**src/hdl/cla_pkg.sv**
```systemverilog
// Shared constants and types for the CRLF line assembler.
// Used by cla_ram and crlf_line_assembler; depends on nothing else.
package cla_pkg;

  localparam int unsigned CLA_DEPTH = 64;
  localparam int unsigned CLA_BYTE_W = 8;

  localparam logic [7:0] CH_CR = 8'h0D;
  localparam logic [7:0] CH_LF = 8'h0A;

  localparam logic [1:0] FUNC_RECEIVE = 2'd0;
  localparam logic [1:0] FUNC_READ    = 2'd1;
  localparam logic [1:0] FUNC_CLEAR   = 2'd2;

  typedef enum logic [1:0] {
    ST_IDLE,
    ST_FETCH,
    ST_LOAD,
    ST_SEND
  } cla_state_t;

endpackage

```
**src/hdl/crlf_line_assembler.sv**
```systemverilog
// Top level of the CRLF line assembler: control sequencer, line state and result register.
// Depends on cla_pkg and on cla_ram for the line store.
//
// The block gathers received bytes into one text line held in a DEPTH-entry byte store.
// Each input word carries a command: receive appends rx_byte while no line is ready, and
// the line becomes ready once the last two stored bytes are CR then LF; if the store
// already holds DEPTH-1 bytes the byte is dropped and the line starts afresh. Bytes that
// arrive while a line is ready are ignored. A read hands out min(length, out_size-1) line
// bytes followed by a zero terminator word marked last, and then empties the line; with
// no line ready, or an out_size of zero, it returns a single status word (data 0, last 1,
// status 1) and leaves the line alone. Clear empties the line; the unused command code
// is ignored. The store has one registered read port, so each line byte of a read
// passes through a fetch from the store, a load into the output register and a
// hand-over, and the block takes no new input word until the last result word of
// a read has been taken.
// The store is not cleared after reset; only positions written since the last clear
// are ever read.
module crlf_line_assembler import cla_pkg::*; #(
  parameter int unsigned DEPTH = CLA_DEPTH
) (
  input  logic        clk,
  input  logic        rst_n,
  // Command channel
  input  logic        in_valid,
  output logic        in_stall,
  input  logic [1:0]  in_func,
  input  logic [7:0]  in_rx_byte,
  input  logic [15:0] in_out_size,
  // Result channel
  output logic        out_valid,
  input  logic        out_stall,
  output logic [7:0]  out_data_byte,
  output logic        out_last,
  output logic        out_status
);

  localparam int unsigned LW = $clog2(DEPTH);
  localparam logic [LW-1:0] LEN_FULL = LW'(DEPTH - 1);

  // Sequencer state and line bookkeeping.
  cla_state_t state_r, state_nxt;
  logic [LW-1:0] len_r, len_nxt;
  logic          line_ready_r, line_ready_nxt;
  // Set when the most recently stored byte was a carriage return.
  logic          prev_cr_r, prev_cr_nxt;
  // Read walk: current position and number of line bytes to hand out.
  logic [LW-1:0] idx_r, idx_nxt;
  logic [LW-1:0] cnt_r, cnt_nxt;

  // Output register.
  logic       out_valid_r, out_valid_nxt;
  logic [7:0] out_data_r, out_data_nxt;
  logic       out_last_r, out_last_nxt;
  logic       out_status_r, out_status_nxt;

  // Line store port signals.
  logic          ram_we;
  logic          ram_re;
  logic [7:0]    ram_rdata;

  logic          in_take;
  logic          out_take;
  logic [15:0]   size_m1;
  logic [LW-1:0] read_cnt;

  cla_ram #(
    .WIDTH (CLA_BYTE_W),
    .DEPTH (DEPTH)
  ) u_store (
    .clk   (clk),
    .we    (ram_we),
    .waddr (len_r),
    .wdata (in_rx_byte),
    .re    (ram_re),
    .raddr (idx_r),
    .rdata (ram_rdata)
  );

  assign in_stall  = (state_r != ST_IDLE);
  assign in_take   = in_valid && (state_r == ST_IDLE);
  assign out_take  = out_valid_r && !out_stall;

  // Number of line bytes a read hands out: the line length, cut short to
  // leave room for the terminator in the reader's buffer.
  assign size_m1  = in_out_size - 16'd1;
  assign read_cnt = (size_m1 < {{(16 - LW){1'b0}}, len_r}) ? size_m1[LW-1:0] : len_r;

  always_ff @(posedge clk) begin
    if (!rst_n) begin
      state_r      <= ST_IDLE;
      len_r        <= '0;
      line_ready_r <= 1'b0;
      prev_cr_r    <= 1'b0;
      out_valid_r  <= 1'b0;
    end else begin
      state_r      <= state_nxt;
      len_r        <= len_nxt;
      line_ready_r <= line_ready_nxt;
      prev_cr_r    <= prev_cr_nxt;
      out_valid_r  <= out_valid_nxt;
    end
  end

  always_ff @(posedge clk) begin
    idx_r        <= idx_nxt;
    cnt_r        <= cnt_nxt;
    out_data_r   <= out_data_nxt;
    out_last_r   <= out_last_nxt;
    out_status_r <= out_status_nxt;
  end

  always_comb begin
    state_nxt      = state_r;
    len_nxt        = len_r;
    line_ready_nxt = line_ready_r;
    prev_cr_nxt    = prev_cr_r;
    idx_nxt        = idx_r;
    cnt_nxt        = cnt_r;
    out_valid_nxt  = out_valid_r;
    out_data_nxt   = out_data_r;
    out_last_nxt   = out_last_r;
    out_status_nxt = out_status_r;
    ram_we         = 1'b0;
    ram_re         = 1'b0;

    unique case (state_r)
      ST_IDLE: begin
        if (in_take) begin
          unique case (in_func)
            FUNC_RECEIVE: begin
              if (!line_ready_r) begin
                if (len_r != LEN_FULL) begin
                  // Append the byte; CR then LF completes the line.
                  ram_we      = 1'b1;
                  len_nxt     = len_r + LW'(1);
                  prev_cr_nxt = (in_rx_byte == CH_CR);
                  if (prev_cr_r && (in_rx_byte == CH_LF)) begin
                    line_ready_nxt = 1'b1;
                  end
                end else begin
                  // Store full: drop the byte and start the line again.
                  len_nxt     = '0;
                  prev_cr_nxt = 1'b0;
                end
              end
            end
            FUNC_READ: begin
              if (!line_ready_r || (in_out_size == 16'd0)) begin
                out_valid_nxt  = 1'b1;
                out_data_nxt   = 8'd0;
                out_last_nxt   = 1'b1;
                out_status_nxt = 1'b1;
                state_nxt      = ST_SEND;
              end else begin
                idx_nxt   = '0;
                cnt_nxt   = read_cnt;
                state_nxt = ST_FETCH;
              end
            end
            FUNC_CLEAR: begin
              len_nxt        = '0;
              line_ready_nxt = 1'b0;
              prev_cr_nxt    = 1'b0;
            end
            default: begin
            end
          endcase
        end
      end
      ST_FETCH: begin
        if (idx_r != cnt_r) begin
          ram_re    = 1'b1;
          state_nxt = ST_LOAD;
        end else begin
          // All line bytes out: the terminator closes the read.
          out_valid_nxt  = 1'b1;
          out_data_nxt   = 8'd0;
          out_last_nxt   = 1'b1;
          out_status_nxt = 1'b0;
          state_nxt      = ST_SEND;
        end
      end
      ST_LOAD: begin
        out_valid_nxt  = 1'b1;
        out_data_nxt   = ram_rdata;
        out_last_nxt   = 1'b0;
        out_status_nxt = 1'b0;
        state_nxt      = ST_SEND;
      end
      ST_SEND: begin
        if (out_take) begin
          out_valid_nxt = 1'b0;
          if (out_last_r) begin
            // A delivered line is emptied; a status word leaves it alone.
            if (!out_status_r) begin
              len_nxt        = '0;
              line_ready_nxt = 1'b0;
              prev_cr_nxt    = 1'b0;
            end
            state_nxt = ST_IDLE;
          end else begin
            idx_nxt   = idx_r + LW'(1);
            state_nxt = ST_FETCH;
          end
        end
      end
      default: begin
        state_nxt = ST_IDLE;
      end
    endcase
  end

  assign out_valid     = out_valid_r;
  assign out_data_byte = out_data_r;
  assign out_last      = out_last_r;
  assign out_status    = out_status_r;

  // A result word is only ever offered from the hand-over state.
  a_valid_in_send: assert property (@(posedge clk) disable iff (!rst_n)
    out_valid_r |-> (state_r == ST_SEND))
    else $error("result word offered outside the hand-over state");

  // A ready line holds at least its CR and LF.
  a_ready_len: assert property (@(posedge clk) disable iff (!rst_n)
    line_ready_r |-> (len_r >= LW'(2)))
    else $error("line marked ready with fewer than two bytes");

  // A pending CR always sits inside a non-empty line.
  a_cr_len: assert property (@(posedge clk) disable iff (!rst_n)
    prev_cr_r |-> (len_r != '0))
    else $error("pending CR recorded on an empty line");

  // The read walk never passes its byte count.
  a_walk_bound: assert property (@(posedge clk) disable iff (!rst_n)
    ((state_r == ST_FETCH) || (state_r == ST_LOAD)) |-> (idx_r <= cnt_r))
    else $error("read position beyond the byte count");

  // Handing over the terminator of a delivered line empties the line.
  a_clear_after_read: assert property (@(posedge clk) disable iff (!rst_n)
    (out_take && out_last_r && !out_status_r) |=> (!line_ready_r && (len_r == '0)))
    else $error("line not emptied after delivery");

endmodule

```
**src/hdl/cla_ram.sv**
```systemverilog
// Generic single-write, single-read RAM with a registered read port.
// Takes its default sizes from cla_pkg.
module cla_ram import cla_pkg::*; #(
  parameter int unsigned WIDTH = CLA_BYTE_W,
  parameter int unsigned DEPTH = CLA_DEPTH
) (
  input  logic                     clk,
  input  logic                     we,
  input  logic [$clog2(DEPTH)-1:0] waddr,
  input  logic [WIDTH-1:0]         wdata,
  input  logic                     re,
  input  logic [$clog2(DEPTH)-1:0] raddr,
  output logic [WIDTH-1:0]         rdata
);

  logic [WIDTH-1:0] mem [DEPTH];
  logic [WIDTH-1:0] rdata_r;

  always_ff @(posedge clk) begin
    if (we) begin
      mem[waddr] <= wdata;
    end
    if (re) begin
      rdata_r <= mem[raddr];
    end
  end

  assign rdata = rdata_r;

endmodule

```
**config.mk**
```make
export PLATFORM = sky130hd
export DESIGN_NAME = crlf_line_assembler
export DESIGN_NICKNAME = d
export VERILOG_FILES = /design/src/hdl/cla_pkg.sv /design/src/hdl/crlf_line_assembler.sv /design/src/hdl/cla_ram.sv
export SDC_FILE = /design/constraint.sdc
export NUM_CORES = 1
export LEC_CHECK = 0
export BUFFER_PORTS_ARGS = -buffer_cell sky130_fd_sc_hd__buf_2
export CAP_MARGIN = 15
export CORE_MARGIN = 2
export CORE_UTILIZATION = 56
export DETAILED_ROUTE_END_ITERATION = 8
export GPL_TIMING_DRIVEN = 0
export PLACE_DENSITY_LB_ADDON = 0.2
export RECOVER_POWER = 50
export SETUP_SLACK_MARGIN = 0.15
export SLEW_MARGIN = 15
export SYNTH_ARGS = -nofsm -noshare
export SYNTH_HDL_FRONTEND = slang
export SYNTH_SLANG_ARGS = --single-unit
export TNS_END_PERCENT = 20
```
**constraint.sdc**
```tcl
create_clock -name clk -period 3.5 [get_ports clk]
set_input_delay 0.35 -clock clk [delete_from_list [all_inputs] [get_ports clk]]
set_output_delay 0.35 -clock clk [all_outputs]
set_load 0.03 [all_outputs]
```
==> results of run 1 <==
==> cells in the final DEF (no fill, tap or decap), drive strengths merged, types with 10 or more instances in the layout <==
cell type	instances
mux2i	29
buf	42
inv	19
nand3	15
dfxtp	11
clkbuf	117
xor2	10
nor2	84
a21oi	13
o21ai	25
nand2	26
ha	14
mux2	11
mux4	144
and2	15
clkinv	20
edfxtp	542
==> area by class of cell <==
type / count / area share [%]
multi-input cells: 474 / 23.6
clock buffers: 66 / 5.60
plain buffers: 51 / 0.963
inverters: 18 / 0.267
clock inverters: 30 / 1.16
flip-flops and latches: 553 / 65.1
repair buffers: 44 / 0.785
well taps: 518 / 2.56
==> power breakdown <==
group | switching [mW] | leakage [nW] | total [mW] | internal, mW
Combinational | 1.98 | 2.03 | 3.35 | 1.37
Clock | 2.37 | 0.826 | 5.67 | 3.30
Sequential | 0.0907 | 4.96 | 7.58 | 7.49
Total | 4.44 | 7.82 | 16.6 | 12.2
==> flip-flops by register name (all words and copies together) (netlist names) <==
| name | count |
|---|---|
| line_ready_r | 1 |
| cnt_r | 6 |
| state_r | 2 |
| prev_cr_r | 1 |
| out_valid | 1 |
| u_store.mem | 512 |
| out_last | 1 |
| out_status | 1 |
| idx_r | 6 |
| u_store.rdata | 8 |
| out_data_byte | 8 |
| len_r | 6 |
==> worst reg2reg max path: cells and delay by family (launching register included) <==
kind	cells	cell delay (ns)
flip-flops	1	0.54
multiplexers	2	0.53
buffers and inverters	3	1.36
AO/OA/AOI/OAI	3	0.64
==> per-layer routing <==
layer	GRT usage [%]	vias to the layer above	wire, µm
li1	-	4718	-
met4	7.12	0	1210
met3	4.57	82	3880
met1	36.3	5872	20700
met5	0	-	0
met2	39.2	477	24200
==> through the flow <==
stage	std cells	hold WS, ns
after global placement	1655	0.466
after detailed placement	1655	0.481
after global routing	1754	0.0535
after CTS	1753	0.00971
final	1754	0.0383
after floorplan	1096	0.444
==> kinds of logic (layout without fill, tap and decap cells) <==
group,after synthesis,in the layout
DFF,553,553
muxes,184,184
and+or+nand+nor,180,180
AOI/OAI and AO/OA,83,83
buffers and inverters,69,209
adders and majority gates,14,14
xor gates and xnor gates,13,13
==> path summary, 6_finish.rpt <==
path	from	slack, ns	end
hold / removal	rst_n	0.04	out_valid
hold reg to reg	prev_cr_r	0.50	prev_cr_r
setup reg to reg	idx_r[1]	0.11	u_store.rdata[5]
setup / recovery	idx_r[1]	0.11	u_store.rdata[5]
==> what timing repair did <==
item | 4_1_cts | 5_1_grt
buffers inserted | 2 | 0
endpoints found under the setup margin | 541 | 421
gates resized for setup | 114 | 58
pin swaps | 1 | 0
==> impl_metrics.py, run 1 <==
metrics = {
    "floorplanning": {
        "core-area_um2": 38800,
        "start_util_pct": 57.0,
        "die_w_um": 203,
        "dieHeight_um": 203,
        "rows": 72,
        "die_area_um2": 41200,
        "ioPinCount": 42,
    },
    "place": {
        "gp_congestion": 0.937,
        "io_buffers": 41,
        "hpwl_um": 31400,
        "dp_slack_ns": -0.656,
        "post_dp_cell_area_um2": 23000,
    },
    "timing": {
        "slew_headroom_pct": -117,
        "fin_ws_ns": 0.114,
        "finalSetupTns_ns": 0,
        "clock.fmax_mhz": 295,
        "hold_viol_final": 0,
        "rsz0062_at_grt": "yes",
        "setup_viol": 0,
        "fin_skew_ns": 0.0187,
        "fin_crit_sh_pct": 96.7,
        "period_needed_ns": 3.39,
        "worst_slew_pin_slew_ns": 3.25,
        "drv_slew": 517,
    },
    "clocking": {
        "cts-root-to-sink-buffers": 3,
        "cts_buffers": 54,
        "holdBufCountCts": 0,
        "clock-sinks": 553,
        "cts-root-buf": "clkbuf_16",
        "cts_tree": "built",
        "clk_pin_slew_ns": 0.07,
        "h-tree-depth": 2,
        "clk_latency_ns": 0.60,
    },
    "cells_and_area": {
        "multi_input_area_um2": 5970,
        "fill_cells": 2581,
        "fin_util_pct": 65.2,
        "drive_gt1_share_pct": 28.6,
        "area_growth_syn_to_layout_pct": 14.4,
        "regArea_um2": 16500,
        "nets": 1240,
        "fin_area_um2": 25300,
        "antenna_cells": 0,
    },
    "worst_setup_path": {
        "crit_cells": 8,
        "slowest_delay_ns": 0.54,
        "crit_chain": "buf_2 -> clkbuf_2 -> clkbuf_2 -> mux4_2 -> mux2i_1 -> a21oi_1 -> o21ai_0 -> o21ai_0",
        "cp_slowest_cell": "edfxtp_1",
        "worstPathArrival_ns": 3.66,
        "critical-path-top-delay-family": "buffers and inverters",
        "path_buf_inv": 3,
        "crit_fanout": 10,
        "startpoint_type": "flop",
        "critPathCaptureType": "flop",
        "worst_ep_required_time_ns": 3.78,
        "r2r_cells": 8,
        "crit_type": "reg -> reg",
    },
    "synth": {
        "synth_xor_area_share_pct": 0.514,
        "netlist_top_cells_count": "542 x edfxtp_1, 144 x mux4_2, 84 x nor2_1, 29 x mux2i_1, 28 x clkbuf_1",
        "synth_cell_types": 48,
        "yosysTopAreaCell": "edfxtp_1",
        "synth-main-ff-cell": "edfxtp_1",
        "synthSimpleGateAreaFrac_pct": 3.90,
        "post-synth-top-count-cell": "edfxtp_1",
        "synth_warnings": 0,
        "yosysSeqAreaShare_pct": 74.5,
        "synth_top_cell_area_share_pct": 73.5,
        "synth-adder-area-share_pct": 0.791,
        "syn-num-nets": 1140,
        "synth.avg_cell_area_um2": 20.2,
        "synthTopCellsByArea": "edfxtp_1 73%, mux4_2 15%, nor2_1 1.4%",
        "synthArstFlopShare_pct": 0,
        "syn_inst": 1096,
        "synth.cell_area_um2": 22100,
        "synth_top_family_by_area": "multiplexers",
        "synth-seq-cells": 553,
        "muxShareOfSynthArea_pct": 16.5,
        "synth_compound_area_share_pct": 2.56,
        "synth_edf_count": 542,
    },
    "global_route": {
        "grt_usage_pct": 24.9,
        "grt_pass1_vias": 11000,
        "grt_max_degree": 67,
        "antenna_found_initial": 0,
        "overflow": 0,
        "grt_pass1_wl_um": 73200,
    },
    "routing": {
        "drcViolationCount": 0,
        "ant_nets": 0,
        "wl_per_cell_um": 28.5,
        "drt-initial-drc-count": 1220,
        "avgViaCountPerCell": 6.36,
        "first_pass_iters": 5,
        "via_count": 11100,
        "drt_wl_total_um": 50000,
    },
    "run": {
        "cap_violations": 8,
    },
    "power_and_ir_drop": {
        "p_per_area_nw_per_um2": 655,
        "p_total_mw": 16.6,
        "leakagePower_nw": 7.82,
        "ir_drop_mv": 0.414,
    },
    "hold_path": {
        "hold_path_class": "in -> reg",
        "hold-path-cell-count": 3,
    },
    "status": {
        "status": "finished, violations left",
        "violations": "capacitance limit, slew limit",
    },
}
Power figures use the tool's default switching activity.
==> run 2: changes to the inputs <==
Settings changed: RECOVER_POWER 50 to 25.
==> impl_metrics.py, run 2 (same netlist as run 1, synthesis figures left out) <==
metrics = {
    "power_and_ir_drop": {
        "p_per_area_nw_per_um2": 655,
        "ir_drop_mv": 0.415,
        "leakagePower_nw": 7.87,
    },
    "cells_and_area": {
        "mostFrequentLayoutCells": "542 x edfxtp_1, 144 x mux4_2, 64 x nor2_4",
        "regArea_um2": 16500,
        "multi_input_area_um2": 5970,
        "antenna_cells": 0,
        "final_common_cell": "edfxtp_1",
        "area_growth_syn_to_layout_pct": 14.5,
        "fill_cells": 2566,
        "fin_area_um2": 25400,
        "drive_gt1_share_pct": 29.7,
        "nets": 1240,
        "regMostFlops": "u_store.mem",
        "final_cells": 1754,
        "largest_reg_flops": 512,
    },
    "worst_setup_path": {
        "worst_ep_required_time_ns": 3.77,
        "r2r_cells": 7,
        "crit_type": "reg -> reg",
        "worstPathArrival_ns": 3.67,
        "critPathCaptureType": "flop",
        "crit_fanout": 10,
        "startpoint_type": "flop",
    },
    "timing": {
        "fin_ws_ns": 0.0998,
        "fin_crit_sh_pct": 97.1,
        "drv_slew": 384,
        "fin_skew_ns": 0.0143,
        "rsz0062_at_grt": "yes",
        "period_needed_ns": 3.40,
        "hold_viol_final": 0,
        "worst_slew_pin_slew_ns": 3.25,
        "clock.fmax_mhz": 294,
        "setup_viol": 0,
        "slew_headroom_pct": -117,
    },
    "clocking": {
        "clk_latency_ns": 0.59,
        "cts-root-to-sink-buffers": 3,
        "h-tree-depth": 2,
        "clk_pin_slew_ns": 0.07,
        "cts_tree": "built",
        "cts-root-buf": "clkbuf_16",
        "cts_buffers": 54,
        "clock-sinks": 553,
    },
    "floorplanning": {
        "core-area_um2": 38800,
        "start_util_pct": 57.0,
        "die_w_um": 203,
        "die_area_um2": 41200,
        "dieHeight_um": 203,
        "ioPinCount": 42,
        "rows": 72,
    },
    "hold_path": {
        "hold-path-cell-count": 3,
        "hold_path_class": "in -> reg",
    },
    "place": {
        "post_dp_cell_area_um2": 23000,
        "dp_slack_ns": -0.656,
        "hpwl_um": 31400,
        "io_buffers": 41,
        "gp_congestion": 0.937,
        "dp.cells": 1655,
    },
    "routing": {
        "first_pass_iters": 5,
        "via_count": 11200,
        "avgViaCountPerCell": 6.38,
        "drt_wl_total_um": 50000,
        "wl_per_cell_um": 28.5,
        "drt-initial-drc-count": 1299,
        "ant_nets": 0,
        "drcViolationCount": 0,
    },
    "status": {
        "status": "finished, violations left",
        "violations": "capacitance limit, slew limit",
    },
    "global_route": {
        "antenna_found_initial": 0,
        "grt_usage_pct": 24.9,
        "grt_max_degree": 67,
        "grt_pass1_vias": 11000,
        "grt_pass1_wl_um": 73200,
        "overflow": 0,
    },
    "run": {
        "cap_violations": 6,
    },
}
[run 2: cell count changes in the layout (fill, tap and decap cells not counted), sizes merged]
cell           previous run  this run
buf                      42        56
clkdlybuf4s15             2         3
clkbuf                  117       102
[run 2: final timing paths]
path         slack (ns)               end       from
min reg2reg        0.50         prev_cr_r  prev_cr_r
max                 0.1  u_store.rdata[5]   idx_r[0]
min                0.04         out_valid      rst_n
max reg2reg         0.1  u_store.rdata[5]   idx_r[0]
[run 2: layout make-up]
type / count / share of cell area [%]
clock inverters: 30 / 1.16
clock buffers: 66 / 5.59
repair buffers: 44 / 0.873
plain buffers: 51 / 0.987
inverters: 18 / 0.266
flip-flops and latches: 553 / 65.0
well taps: 518 / 2.56
multi-input cells: 474 / 23.5
[run 2: worst max-delay path, cell delays in order, from the launching register on]
cell and delay [ns]:
edfxtp_1 0.45, clkbuf_1 0.24, buf_2 0.34, buf_2 0.41, mux4_2 0.54, mux2_2 0.30
o21ai_0 0.52, o21ai_0 0.29
[run 2: power breakdown]
part	leakage, nW	internal, mW	switching, mW
registers	4.96	7.48	0.0902
logic	2.08	1.40	1.98
clock network	0.826	3.30	2.36
[run 2: metal layers]
layer	share of wire, %	wire length [µm]	track usage [%]	up-vias
li1	-	-	-	4720
met1	41	20600	36.3	5867
met2	48	24200	39.2	530
met3	8.0	3990	4.57	80
met4	2.4	1200	7.12	0
met5	0	0	0	-
[run 2: timing repair]
item                       4_1_cts  5_1_grt
setup buffers                    2        0
resized for setup              114       58
setup endpoints to repair      541      421
pin swaps                        1        0
hold buffers                     0        0
[run 2: through the flow]
stage | power [mW] | utilization (%) | hold slack (ns) | setup TNS, ns
global route | 17.1 | 65.3 | 0.0534 | 0
floorplan | 9.85 | - | 0.444 | 0
global placement | 11.0 | 59.3 | 0.466 | -34.72
CTS | 16.6 | 64.6 | 0.00971 | 0
finish | 16.6 | 65.3 | 0.0379 | 0
detailed placement | 11.0 | 59.3 | 0.481 | -47.24
